===== src/sv/bbac_pkg.sv =====
package bbac_pkg;

  localparam int POS_BITS  = 24;
  localparam int DW        = POS_BITS + 1;   // divider operand width
  localparam int LW        = POS_BITS + 2;   // doubled lateral width
  localparam int Q_BITS    = 16;             // normalized ratio, Q16
  localparam int DIV_STEPS = Q_BITS;
  localparam int Q_DEPTH   = 4;
  localparam int Q_AW      = $clog2(Q_DEPTH);
  localparam int ADDR_W    = 5;

  typedef enum logic [2:0] {
    REG_HALF_WIDTH  = 3'd0,
    REG_SOFT_BUFFER = 3'd1,
    REG_RECT_RANGE  = 3'd2,
    REG_AREA_RANGE  = 3'd3,
    REG_PEAK_COST   = 3'd4
  } reg_idx_t;

  typedef enum logic [1:0] {
    KIND_NONE    = 2'd0,
    KIND_PEAK    = 2'd1,
    KIND_ELLIPSE = 2'd2
  } kind_t;

  typedef struct packed {
    logic [10:0] half_width;
    logic [10:0] soft_buffer;
    logic [14:0] rect_range;
    logic [14:0] area_range;
    logic [15:0] peak_cost;
  } cfg_t;

  // classified item handed from front to back
  typedef struct packed {
    kind_t         kind;
    logic [14:0]   ads;
    logic [14:0]   aspan;
    logic [DW-1:0] ldist;
    logic [DW-1:0] limit;
  } q_item_t;

  // one restoring division step: {quotient bit, new remainder}
  function automatic logic [DW:0] div_step(input logic [DW-1:0] r,
                                           input logic [DW-1:0] d);
    logic [DW:0] t;
    t = {r, 1'b0};
    if (t >= {1'b0, d}) begin
      div_step = {1'b1, DW'(t - {1'b0, d})};
    end else begin
      div_step = {1'b0, t[DW-1:0]};
    end
  endfunction

endpackage


===== src/sv/bbac_front.sv =====
module bbac_front import bbac_pkg::*; (
  input  logic                       clk,
  input  logic                       rst,
  input  cfg_t                       cfg,
  input  logic                       in_valid,
  output logic                       in_ready,
  input  logic signed [POS_BITS-1:0] box_min_s,
  input  logic signed [POS_BITS-1:0] box_max_s,
  input  logic signed [POS_BITS-1:0] box_min_l,
  input  logic signed [POS_BITS-1:0] box_max_l,
  input  logic signed [POS_BITS-1:0] front_s,
  input  logic signed [POS_BITS-1:0] front_l,
  input  logic signed [POS_BITS-1:0] rear_s,
  input  logic signed [POS_BITS-1:0] rear_l,
  input  logic                       q_full,
  output logic                       q_push,
  output q_item_t                    q_item
);

  logic adv;
  logic f1_valid, f2_valid;
  logic signed [POS_BITS:0] d_f, d_b;
  logic signed [LW-1:0] e_f, e_b, lim;
  q_item_t item;

  logic signed [POS_BITS:0] area_s, sd_full;
  logic f_app, b_app;
  logic signed [LW-1:0] e_sel;
  logic [LW-1:0] ld;
  logic [14:0] sd;
  logic signed [15:0] sdiff, span;
  logic [14:0] ads, aspan;
  logic lim_pos, ld_lt, rect_hit;
  logic [11:0] margin;
  q_item_t item_next;

  assign adv      = !(f2_valid && q_full);
  assign in_ready = adv;
  assign q_push   = f2_valid && !q_full;
  assign q_item   = item;
  assign margin   = 12'({1'b0, cfg.half_width} + {1'b0, cfg.soft_buffer});

  // stage 1: differences
  always_ff @(posedge clk) begin
    if (rst) begin
      f1_valid <= 1'b0;
    end else if (adv) begin
      f1_valid <= in_valid;
    end
  end

  always_ff @(posedge clk) begin
    if (adv) begin
      d_f <= (POS_BITS+1)'(box_min_s) - (POS_BITS+1)'(front_s);
      d_b <= (POS_BITS+1)'(rear_s) - (POS_BITS+1)'(box_max_s);
      e_f <= (LW'(front_l) <<< 1) - (LW'(box_max_l) + LW'(box_min_l));
      e_b <= (LW'(rear_l) <<< 1) - (LW'(box_max_l) + LW'(box_min_l));
      lim <= LW'(box_max_l) - LW'(box_min_l) + $signed(LW'({margin, 1'b0}));
    end
  end

  // stage 2: pick the deciding point, classify
  always_comb begin
    area_s   = $signed((POS_BITS+1)'(cfg.area_range));
    f_app    = (d_f > 0) && (d_f < area_s);
    b_app    = (d_b > 0) && (d_b < area_s);
    sd_full  = b_app ? d_b : d_f;
    sd       = sd_full[14:0];
    e_sel    = b_app ? e_b : e_f;
    ld       = (e_sel < 0) ? LW'(-e_sel) : LW'(e_sel);
    sdiff    = $signed({1'b0, sd}) - $signed({1'b0, cfg.rect_range});
    ads      = (sdiff < 0) ? 15'(-sdiff) : 15'(sdiff);
    span     = $signed({1'b0, cfg.area_range}) - $signed({1'b0, cfg.rect_range});
    aspan    = (span < 0) ? 15'(-span) : 15'(span);
    lim_pos  = lim > 0;
    ld_lt    = ld < $unsigned(lim);
    rect_hit = (sd < cfg.rect_range) && ld_lt;

    item_next.ads   = ads;
    item_next.aspan = aspan;
    item_next.ldist = ld[DW-1:0];
    item_next.limit = lim[DW-1:0];
    if (!(f_app || b_app) || !lim_pos) begin
      item_next.kind = KIND_NONE;
    end else if (rect_hit) begin
      item_next.kind = KIND_PEAK;
    end else if (span == 0 || ads >= aspan || !ld_lt) begin
      item_next.kind = KIND_NONE;
    end else begin
      item_next.kind = KIND_ELLIPSE;
    end
  end

  always_ff @(posedge clk) begin
    if (rst) begin
      f2_valid <= 1'b0;
    end else if (adv) begin
      f2_valid <= f1_valid;
    end
  end

  always_ff @(posedge clk) begin
    if (adv) begin
      item <= item_next;
    end
  end

endmodule


===== config.mk =====
export PLATFORM = sky130hd
export DESIGN_NAME = bbac_front
export DESIGN_NICKNAME = d
export VERILOG_FILES = /design/src/sv/bbac_pkg.sv /design/src/sv/bbac_front.sv
export SDC_FILE = /design/constraint.sdc
export NUM_CORES = 1
export LEC_CHECK = 0
export BUFFER_PORTS_ARGS = -buffer_cell sky130_fd_sc_hd__buf_2
export CORE_MARGIN = 8
export CORE_UTILIZATION = 35
export CTS_CLUSTER_SIZE = 30
export DETAILED_ROUTE_END_ITERATION = 10
export GPL_TIMING_DRIVEN = 1
export PLACE_DENSITY_LB_ADDON = 0.25
export SLEW_MARGIN = 30
export SYNTH_ARGS = -nofsm -noshare
export SYNTH_HDL_FRONTEND = slang
export SYNTH_SLANG_ARGS = --single-unit

===== constraint.sdc =====
create_clock -name clk -period 13.5 [get_ports clk]
set_input_delay 0.675 -clock clk [delete_from_list [all_inputs] [get_ports clk]]
set_output_delay 0.675 -clock clk [all_outputs]
set_load 0.02 [all_outputs]

==> results.py <==
metrics = {
    "setup_path": {
        "reg2reg_depth": 24,
        "worstSetupEndpoint": "q_item[81]$_SDFFCE_PP0N_",
        "path_common_cell": "a21o_1",
        "timing.critical_path.required_ps": 13790,
        "slowest_stage": "a21oi_1",
        "r2r_slack_ps": 6360,
        "cp.arrival_ps": 7430,
        "r2r-end": "q_item[81]$_SDFFCE_PP0N_",
        "r2r-start": "d_b[1]$_DFFE_PN_",
        "critPathMaxFanout": 18,
        "critPathLaunchType": "register",
        "path_cells": "ha_1 -> a21o_1 -> a21oi_1 -> o31a_1 -> o21a_1 -> o21ba_2 -> mux2_2 -> ha_1 -> or3_1 -> o311ai_2 -> a31oi_1 -> a21o_1 -> a21oi_1 -> nand2_1 -> xnor2_1 -> ha_1 -> a21o_1 -> a21o_1 -> a21oi_1 -> nor2b_1 -> o21ai_0 -> nand2b_1 -> a221o_1 -> a2111oi_1",
        "crit_start": "d_b[1]$_DFFE_PN_",
        "cp-end-kind": "register",
        "path_class": "register to register",
        "cpPeakStageDelay_ps": 610,
    },
    "drt": {
        "wl_per_cell_um": 18.15,
        "wl_um": 56940,
        "via_per_inst": 5.137,
        "drc": 0,
        "vias": 16120,
        "firstDrtPassIters": 5,
        "antenna_left": 0,
        "drt_iter0_markers": 692,
    },
    "yosys": {
        "synth.distinct_cells": 86,
        "async_flop_share_pct": 0,
        "avgSynthCellArea_um2": 9.572,
        "synth_warnings": 0,
        "syn-cell-area_mm2": 0.01941,
        "synth-compound-area-share_pct": 17.51,
        "synth-xor-area-share_pct": 8.933,
        "synth_top_family_by_area": "adder cells",
        "synth-edff-count": 208,
        "synth_cells": 2028,
        "yosys-mux-area-fraction_pct": 2.952,
        "seq_area_frac_synth_pct": 32.38,
        "synthSimpleGateAreaFrac_pct": 13.37,
        "synth-seq-cells": 210,
        "synth_fa_ha_area_share_pct": 20.28,
        "synth_nets": 2594,
        "synthFlopType": "edfxtp_1",
    },
    "floorplan": {
        "start_util_pct": 35.30,
        "dieArea_mm2": 0.06325,
        "dieHeight_um": 251.5,
        "die_w_um": 251.5,
        "rows": 86,
        "ios": 348,
        "coreArea_mm2": 0.05499,
    },
    "global_route": {
        "grt_first_pass_wirelength_um": 88260,
        "grt_util_all_layers_pct": 17.30,
        "grt_max_degree": 73,
        "met3_usage_pct": 2.315,
        "grt_overflow": 0,
        "busiest_layer": "met2",
        "use_met1_pct": 19.72,
        "first_global_vias": 16950,
        "gr-usage-met2_pct": 32.50,
        "grt_antenna_before_repair": 2,
    },
    "placement": {
        "dp_cells": 3097,
        "dp_hpwl_um": 49010,
        "gp_congestion": 0.8707,
        "port_buffers": 331,
    },
    "clock_network": {
        "root_buffer": "clkbuf_16",
        "cts.path.max_buffers": 3,
        "clk_pin_slew_ps": 60,
        "htree_levels": 1,
        "holdBufCountCts": 0,
        "clock-sinks": 210,
        "cts_tree": "done",
        "post_cts_buffers": 0,
        "cts_buffers": 23,
        "post_cts_resize_count": 0,
        "insertion_delay_ps": 520,
    },
    "cells_and_area": {
        "finalNetCount": 2940,
        "syn_to_final_growth_pct": 17.06,
        "drive_gt1_share_pct": 17.71,
        "final_cells": 3138,
        "num-fill-cells": 5408,
        "final_core_util_pct": 41.33,
    },
    "power": {
        "p_comb_share_pct": 48.7,
        "seqPwrFrac_pct": 34.2,
        "power.internal_w": 0.002125,
        "report.power.total_w": 0.003601,
        "ir_drop_uv": 81.49,
        "swShare_pct": 40.99,
        "power_frac_clock_pct": 17.1,
        "power_density_mw_per_mm2": 158.5,
        "p_leak_nw": 10.51,
        "p_sw_w": 0.001476,
    },
    "sta": {
        "clock_skew_ps": 9.037,
        "slew_headroom_pct": 40.70,
        "tightest_slew_ps": 889.4,
        "totalNegativeSetupSlack_ps": 0,
        "clock.fmax_mhz": 140.1,
        "slew_violations": 0,
        "holdWs_ps": 322.0,
        "min_period_over_period_pct": 52.89,
        "rsz0062_at_grt": "false",
        "hold_viol": 0,
        "finalSetupViolations": 0,
        "min_period_ps": 7140,
    },
    "run_status": {
        "status": "completed",
    },
    "flow_run": {
        "maxCapViolCount": 0,
    },
    "hold_path": {
        "worstHoldPathType": "input port to register",
        "hold_depth": 2,
    },
}
stage by stage:
| step | setup WS (ps) | instance area (um2) |
|---|---|---|
| final | 6360 | 22720 |
| after global routing | 5822 | 22720 |
| after CTS | 6313 | 22720 |
| after detailed placement | 5947 | 21990 |
| after global placement | 6012 | 21990 |
| after floorplan | 7105 | 19410 |
area by class of cell:
type / instances / area (um2) / share of cell area (%)
repair buffers: 336 / 1694 / 7.455
well taps: 748 / 935.9 / 4.118
multi-input cells: 1586 / 12260 / 53.94
clock buffers: 26 / 586.8 / 2.582
clock inverters: 14 / 147.6 / 0.6497
inverters: 217 / 814.5 / 3.584
diodes: 1 / 2.502 / 0.01101
flip-flops and latches: 210 / 6286 / 27.66
how the worst min path moves through the flow:
| stage | start | to | slack (ps) |
|---|---|---|---|
| after floorplan | f1_valid$_SDFFE_PP0N_ | f2_valid$_SDFFE_PP0N_ | 440 |
| after global placement | f1_valid$_SDFFE_PP0N_ | f2_valid$_SDFFE_PP0N_ | 450 |
| after detailed placement | f1_valid$_SDFFE_PP0N_ | f2_valid$_SDFFE_PP0N_ | 460 |
| after CTS | rst | f1_valid$_SDFFE_PP0N_ | 280 |
| after global routing | rst | f1_valid$_SDFFE_PP0N_ | 300 |
| final | rst | f1_valid$_SDFFE_PP0N_ | 320 |
registers in the layout, indices dropped and copies added, names as in the netlist:
register	cells
e_f	26
d_b	25
f2_valid	1
f1_valid	1
lim	25
d_f	25
q_item	82
e_b	25
per-layer routing:
metal,vias up,share of wire (%)
li1,8108,-
met1,7544,41
met2,371,51
met3,98,4.5
met4,0,3.9
met5,-,0
cell families after synthesis:
logic type	after synthesis
DFF	210
muxes	53
AOI/OAI and AO/OA	512
buffers and inverters	232
xor gates and xnor gates	198
and+or+nand+nor	521
adders and majority gates	302
power groups by stage:
stage	Combinational [W]	Sequential (W)	Clock, W
3_3_place_gp	0.00171	0.00124	0
6_report	0.00175	0.00123	0.000616
2_1_floorplan	0.00111	0.00131	0
3_5_place_dp	0.00176	0.00125	0
4_1_cts	0.00177	0.00124	0.000641
5_1_grt	0.00195	0.00126	0.000663
synth_stat cells, types with 7 or more instances:
cell type,instances,area (um2)
a211oi_1,18,135.1
a21o_1,56,420.4
a21oi_1,155,775.7
a221oi_1,7,61.31
a31oi_1,24,150.1
and3_1,15,93.84
buf_2,8,40.04
edfxtp_1,208,6246
fa_1,21,420.4
ha_1,281,3516
inv_1,217,814.5
mux2_2,20,225.2
mux2i_1,31,310.3
nand2_1,92,345.3
nand2b_1,27,168.9
nand3_1,31,155.2
nand4_1,14,87.58
nor2_1,157,589.3
nor2b_1,24,150.1
nor3_1,59,295.3
nor4_1,27,168.9
o211ai_1,19,142.6
o21a_1,35,262.8
o21ai_0,83,415.4
o21bai_1,22,165.2
o31ai_1,13,97.59
or2_2,7,43.79
or3_1,24,150.1
or4_1,12,90.09
xnor2_1,148,1296
xor2_1,50,437.9
worst max-delay path, delay by kind of cell (launching register included):
kind / cells / cell delay [ps]
muxes: 1 / 410
and+or+nand+nor: 4 / 770
adders and majority gates: 3 / 840
xor gates and xnor gates: 1 / 260
AOI/OAI and AO/OA: 15 / 4140
DFF: 1 / 500
cells in the final DEF (no fill, tap or decap), types with 27 or more instances in the layout:
cell      synthesis  layout
a21o_1           56      56
nand2_1          92      91
nand2b_1         27      27
nand3_1          31      31
o21a_1           35      35
buf_2             8     331
a21oi_1         155     155
o21ai_0          83      82
xnor2_1         148     148
ha_1            281     281
nor4_1           27      27
nor2_1          157     157
inv_1           217     217
xor2_1           50      50
edfxtp_1        208     208
nor3_1           59      59
mux2i_1          31      31
No activity file was read; power rests on OpenSTA's default activity.
