<file path="src/sv/bbac_pkg.sv">
package bbac_pkg;

  localparam int POS_BITS  = 24;
  localparam int DW        = POS_BITS + 1;   // divider operand width
  localparam int LW        = POS_BITS + 2;   // doubled lateral width
  localparam int Q_BITS    = 16;             // normalized ratio, Q16
  localparam int DIV_STEPS = Q_BITS;
  localparam int Q_DEPTH   = 4;
  localparam int Q_AW      = $clog2(Q_DEPTH);
  localparam int ADDR_W    = 5;

  typedef enum logic [2:0] {
    REG_HALF_WIDTH  = 3'd0,
    REG_SOFT_BUFFER = 3'd1,
    REG_RECT_RANGE  = 3'd2,
    REG_AREA_RANGE  = 3'd3,
    REG_PEAK_COST   = 3'd4
  } reg_idx_t;

  typedef enum logic [1:0] {
    KIND_NONE    = 2'd0,
    KIND_PEAK    = 2'd1,
    KIND_ELLIPSE = 2'd2
  } kind_t;

  typedef struct packed {
    logic [10:0] half_width;
    logic [10:0] soft_buffer;
    logic [14:0] rect_range;
    logic [14:0] area_range;
    logic [15:0] peak_cost;
  } cfg_t;

  // classified item handed from front to back
  typedef struct packed {
    kind_t         kind;
    logic [14:0]   ads;
    logic [14:0]   aspan;
    logic [DW-1:0] ldist;
    logic [DW-1:0] limit;
  } q_item_t;

  // one restoring division step: {quotient bit, new remainder}
  function automatic logic [DW:0] div_step(input logic [DW-1:0] r,
                                           input logic [DW-1:0] d);
    logic [DW:0] t;
    t = {r, 1'b0};
    if (t >= {1'b0, d}) begin
      div_step = {1'b1, DW'(t - {1'b0, d})};
    end else begin
      div_step = {1'b0, t[DW-1:0]};
    end
  endfunction

endpackage

</file>
<file path="src/sv/bbac_queue.sv">
module bbac_queue import bbac_pkg::*; (
  input  logic    clk,
  input  logic    rst,
  input  logic    push,
  input  q_item_t push_item,
  output logic    full,
  input  logic    pop,
  output logic    empty,
  output q_item_t pop_item
);

  q_item_t mem [Q_DEPTH];
  logic [Q_AW-1:0] wr_ptr, rd_ptr;
  logic [Q_AW:0]   count;

  assign full     = count == (Q_AW+1)'(Q_DEPTH);
  assign empty    = count == '0;
  assign pop_item = mem[rd_ptr];

  always_ff @(posedge clk) begin
    if (push) begin
      mem[wr_ptr] <= push_item;
    end
  end

  always_ff @(posedge clk) begin
    if (rst) begin
      wr_ptr <= '0;
      rd_ptr <= '0;
      count  <= '0;
    end else begin
      if (push) wr_ptr <= wr_ptr + 1'b1;
      if (pop)  rd_ptr <= rd_ptr + 1'b1;
      count <= count + (Q_AW+1)'(push) - (Q_AW+1)'(pop);
    end
  end

endmodule

</file>
<file path="config.mk">
export PLATFORM = sky130hd
export DESIGN_NAME = bbac_queue
export DESIGN_NICKNAME = d
export VERILOG_FILES = /design/src/sv/bbac_pkg.sv /design/src/sv/bbac_queue.sv
export SDC_FILE = /design/constraint.sdc
export NUM_CORES = 1
export LEC_CHECK = 0
export ABC_AREA = 1
export BUFFER_PORTS_ARGS = -buffer_cell sky130_fd_sc_hd__buf_2
export CELL_PAD_IN_SITES_DETAIL_PLACEMENT = 1
export CELL_PAD_IN_SITES_GLOBAL_PLACEMENT = 1
export CORE_ASPECT_RATIO = 0.8
export CORE_MARGIN = 1
export CORE_UTILIZATION = 40
export CTS_CLUSTER_SIZE = 24
export DETAILED_ROUTE_END_ITERATION = 8
export GPL_TIMING_DRIVEN = 0
export PLACE_DENSITY_LB_ADDON = 0.1
export SYNTH_ARGS = -nofsm -noshare
export SYNTH_HDL_FRONTEND = slang
export SYNTH_SLANG_ARGS = --single-unit
</file>
<file path="constraint.sdc">
create_clock -name clk -period 4.9 [get_ports clk]
set_input_delay 0.735 -clock clk [delete_from_list [all_inputs] [get_ports clk]]
set_output_delay 0.735 -clock clk [all_outputs]
set_load 0.02 [all_outputs]
</file>
==> impl_metrics.tcl, run 1 <==
set metrics [dict create \
    slowest_delay_ps 450 \
    pwr-share-clk_pct 37.6 \
    fin_util_pct 48.5 \
    holdBufCountCts 0 \
    slew_headroom_pct 55.4 \
    critPathLaunchType "flip-flop" \
    final_cell_mix "edfxtp_1, buf_2, inv_1, nand2_1, a21oi_1" \
    worst_pin_slew_ps 669 \
    skew_ps 6.08 \
    antenna_left 0 \
    die-area_um2 33800 \
    ys_seq_elements 337 \
    core-area_um2 32600 \
    dpl.hpwl_um 20000 \
    fin_nets 1317 \
    firstDrtPassIters 4 \
    path_clk_slew_ps 50 \
    syn_inst 1012 \
    cts_inserted_buffers 37 \
    grt_pass1_wl_um 48600 \
    grt_use_total_pct 19.6 \
    root_buffer "clkbuf_16" \
    p_sw_w 0.00160 \
    synth_area_leaders "edfxtp_1, inv_1, nand2_1" \
    remaining_drc_errors 0 \
    syn_area_um2 13200 \
    initial_utilization_pct 40.7 \
    post_cts_buffers 0 \
    place_congestion 0.710 \
    p_int_w 0.00491 \
    clock.fmax_ghz 0.357 \
    die_w_um 205 \
    post-route-period-util_pct 57.2 \
    postSynthAreaPerCell_um2 13.1 \
    crit-reg2reg-launch "wr_ptr[0]" \
    p_seq_share_pct 51.1 \
    report.final.slew_viol_count 0 \
    cts_max_path_buffers 3 \
    endpoint_kind "output port" \
    layout-drive-gt1-share_pct 21.3 \
    cts_resized 0 \
    hold_violations 0 \
    p_total_w 0.00651 \
    clock-sinks 337 \
    ys.warnings.count 0 \
    clock_latency_ps 520 \
    drt_iter0_drc 431 \
    cp_cell_sequence "buf_4 -> clkbuf_1 -> o21ai_0 -> nand2_1 -> buf_2" \
    rsz0062_at_grt "no" \
    cts_tree "done" \
    layout_commonest_cell "edfxtp_1" \
    htreeDepth 2 \
    synth_top_area_share_pct 74.4 \
    yosys.area.top_type "edfxtp_1" \
    num_vias 8189 \
    synth_cell_types 15 \
    hp-start "rst" \
    drt_wl_total_um 32200 \
    required_ps 4160 \
    numPortBuffers 169 \
    critPathSlowestCell "clkbuf_1" \
    area_growth_pct 19.2 \
    grt_max_degree 57 \
    drt-vias-per-instance 4.89 \
    setup_viol 0 \
    power.density_nw_per_um2 412 \
    cellLeakagePower_nw 6.23 \
    syn_nets 1105 \
    cp_max_fo 10 \
    io_pins 170 \
    worst-setup-path-type "reg -> out" \
    critPathArrivalTime_ps 2070 \
    fin_area_um2 15800 \
    combPwrFrac_pct 11.3 \
    final.setup.tns_ps 0 \
    hp-class "in -> reg" \
    min_period_ps 2800 \
    vdd_drop_max_v 0.000275 \
    grt_pass1_vias 8416 \
    wire_per_inst_um 19.2 \
    grt-ovfl-total 0 \
    chipHeight_um 165 \
    cp_num_buf_inv 3 \
    p_sw_share_pct 24.6 \
    crit_family "buffers and inverters" \
    status "complete, no violations" \
    grt_antenna_before_repair 5 \
    rows 59 \
    placed_area_um2 14700 \
    yosysSeqAreaShare_pct 75.7 \
    drv_cap 0 \
]
power by group through the flow:
stage	clock, W	sequential, W	combinational (W)
CTS	0.00252	0.00333	0.000752
floorplan	0	0.00339	0.000421
global route	0.00261	0.00334	0.000814
detailed placement	0	0.00339	0.000749
global placement	0	0.00340	0.000722
finish	0.00245	0.00333	0.000734
cells by family (layout without fill, tap and decap cells):
kind of cell	Yosys count	in the layout	share of synthesized area, %
compound gates	256	256	11.2
fa+ha+maj	7	7	0.718
buf+inv	234	468	7.26
flops	337	337	75.7
other cells	0	2	0
simple gates	178	178	5.06
synthesized netlist by cell type (all sizes together):
library cell / instances
fa: 1
nand2: 172
dfxtp: 9
edfxtp: 328
nand3: 1
o211ai: 82
ha: 6
nor2: 4
buf: 48
clkbuf: 6
nor3: 1
a21oi: 88
inv: 180
o21ai: 86
metal layers:
| layer | share of wire [%] | global-route usage, % | up-vias |
|---|---|---|---|
| met3 | 4.9 | 4.20 | 50 |
| met5 | 0.13 | 0 | - |
| met2 | 48 | 32.7 | 158 |
| li1 | - | - | 3935 |
| met1 | 45 | 26.0 | 4040 |
| met4 | 1.6 | 5.02 | 6 |
final timing paths:
kind | to | slack (ps) | cells past startpoint
setup / recovery | pop_item[65] | 2100 | 5
hold / removal | count[1] | 400 | 2
setup reg to reg | mem[2][25] | 3020 | 5
hold reg to reg | flip-flop | 460 | 2
registers in the layout, summed over array words and instances, names as in the netlist, named ones only:
signal / count
mem: 328
count: 3
wr_ptr: 2
rd_ptr: 2
metrics by stage:
step / worst slack [ps] / std cells / hold WS [ps]
5_1_grt: 1930 / 1674 / 406
6_report: 2100 / 1675 / 402
2_1_floorplan: 2110 / 1012 / 436
4_1_cts: 2030 / 1673 / 374
3_3_place_gp: 394 / 1608 / 457
3_5_place_dp: 2610 / 1612 / 458
cell type report:
cell class	count	area, µm²
clock buffers	50	985
clock inverters	11	47.5
repair buffers	173	956
plain buffers	54	285
fillers	3382	16800
multi-input cells	441	2250
well taps	427	534
diodes	2	5.00
inverters	180	686
flip-flops and latches	337	10000
Power figures use the tool's default switching activity.
==> run 2, diff against run 1 <==
- clock period: 4.9 -> 2.51 ns (I/O delays scaled with it)
==> run 2 against run 1 <==
- non-clock buffer count rose by 4
- design area up 1.4%
- register-to-register slack worse by 2700 ps
- total power rose by 100%
- final cell count up 0.42%
- sequential power increased by 95%
- via count up 0.37%
- combinational power grew 98%
- critical path depth unchanged
- critical path type unchanged
==> impl_metrics.tcl, run 2 (synthesis gave the netlist of run 1 again) <==
set metrics [dict create \
    die-area_um2 33800 \
    largest_register_ff_count 328 \
    critPathArrivalTime_ps 2010 \
    wire_per_inst_um 19.3 \
    final_cell_mix "edfxtp_1, buf_2, inv_1, nand2_1, a21oi_1" \
    drt_iter0_drc 376 \
    cellLeakagePower_nw 6.32 \
    fillers 3377 \
    hold_violations 0 \
    grt-ovfl-total 0 \
    drv_cap 0 \
    top_register "mem" \
    num_vias 8219 \
    cp_max_fo 10 \
    initial_utilization_pct 40.7 \
    grt_antenna_before_repair 4 \
    fin_nets 1321 \
    stdcell_count 1682 \
    drt-vias-per-instance 4.89 \
    combPwrFrac_pct 10.9 \
    setup_viol 0 \
    area_growth_pct 20.8 \
    cts_tree "done" \
    root_buffer "clkbuf_16" \
    worst_pin_slew_ps 769 \
    rows 59 \
    clock-sinks 337 \
    clock.fmax_ghz 0.419 \
    slew_headroom_pct 48.6 \
    power.density_nw_per_um2 830 \
    crit_end "pop_item[18]" \
    htreeDepth 2 \
    report.final.slew_viol_count 0 \
    rsz0062_at_grt "no" \
    skew_ps 8.49 \
    hp-class "in -> reg" \
    clock_latency_ps 510 \
    dpl.hpwl_um 20800 \
    p_seq_share_pct 48.9 \
    p_sw_w 0.00315 \
    crit-reg2reg-launch "wr_ptr[0]" \
    core-area_um2 32600 \
    vdd_drop_max_v 0.000557 \
    rrSetupSlack_ps 370 \
    path_clk_slew_ps 60 \
    grt_max_degree 35 \
    ff2ff_path_depth 5 \
    grt_pass1_wl_um 49300 \
    endpoint_kind "output port" \
    post-route-period-util_pct 95.0 \
    grt_pass1_vias 8522 \
    cts_max_path_buffers 3 \
    chipHeight_um 165 \
    final.setup.tns_ps 0 \
    reg_top3 "mem (328), count (3)" \
    antenna_left 0 \
    remaining_drc_errors 0 \
    p_sw_share_pct 23.7 \
    die_w_um 205 \
    grt_use_total_pct 19.7 \
    r2r-end "mem[0][42]" \
    critPathLaunchType "flip-flop" \
    min_period_ps 2380 \
    required_ps 2130 \
    io_pins 170 \
    fin_util_pct 49.1 \
    layout-drive-gt1-share_pct 22.5 \
    pwr-share-clk_pct 40.2 \
    cts_inserted_buffers 37 \
    dp_cells 1616 \
    firstDrtPassIters 6 \
    status "complete, no violations" \
    p_int_w 0.0101 \
    numPortBuffers 169 \
    layout_commonest_cell "edfxtp_1" \
    drt_wl_total_um 32400 \
    worst-setup-path-type "reg -> out" \
    place_congestion 0.695 \
]
==> run 2: changes by cell type in the layout (fill, tap and decap cells not counted), moves of 3 or more <==
| cell | previous run | this run |
|---|---|---|
| buf_12 | 0 | 8 |
| buf_16 | 4 | 0 |
| bufinv_16 | 0 | 5 |
| clkbuf_1 | 18 | 10 |
| clkbuf_2 | 0 | 4 |
| clkinv_2 | 2 | 5 |
| clkinvlp_4 | 1 | 4 |
| inv_4 | 4 | 0 |
==> run 2: worst max-delay path: stages, from the launching register on <==
cell      delay, ps
dfxtp_1         360
buf_4           220
clkbuf_1        420
o21ai_0         180
nand2_1         130
buf_2           180
==> run 2: per-stage QoR <==
step | worst slack (ps) | hold WS, ps | cell area (µm²) | power [W]
after floorplan | 233 | 436 | 13300 | 0.00743
after global placement | -988 | 460 | 14600 | 0.00803
after detailed placement | 320 | 460 | 14800 | 0.00809
after CTS | 2.86 | 38.8 | 16000 | 0.0135
after global routing | 11.7 | 47.2 | 16000 | 0.0138
final | 125 | 61.5 | 16000 | 0.0133
==> run 2: power by group through the flow <==
stage	Clock, W	Combinational, W	Sequential (W)
finish	0.00534	0.00145	0.00649
global route	0.00568	0.00161	0.00651
CTS	0.00549	0.00148	0.00649
detailed placement	0	0.00148	0.00661
global placement	0	0.00141	0.00662
floorplan	0	0.000826	0.00660
==> run 2: timing repair <==
item                       CTS  global route
gates resized for setup      0             9
setup buffers                0             0
hold buffers                 0             0
setup endpoints to repair    0            13
==> run 2: worst min path at each step <==
stage                       start          to  slack, ps  cells past startpoint
CTS                           rst    count[1]         40                      2
global route        push_item[59]  mem[2][59]         50                      1
finish                        rst    count[1]         60                      2
detailed placement      rd_ptr[1]   rd_ptr[1]        460                      2
global placement        rd_ptr[1]   rd_ptr[1]        460                      2
floorplan               rd_ptr[1]   flip-flop        440                      2
==> run 2: layer usage <==
metal	track usage (%)	up-vias	routed length (µm)
met1	26.2	4054	14700
met2	33.6	165	15900
met4	4.48	6	448
met3	3.85	41	1410
li1	-	3953	-
met5	0	-	30
==> run 2: layout make-up <==
cell class                      instances  area [µm²]  area share, %
Antenna cell                            1        2.50         0.0156
Buffer                                 54         293           1.83
Clock buffer                           47         983           6.15
Clock inverter                         18         205           1.28
Inverter                              180         691           4.32
Multi-Input combinational cell        441        2250           14.1
Sequential cell                       337       10000           62.7
Tap cell                              427         534           3.34
Timing Repair Buffer                  177        1010           6.29
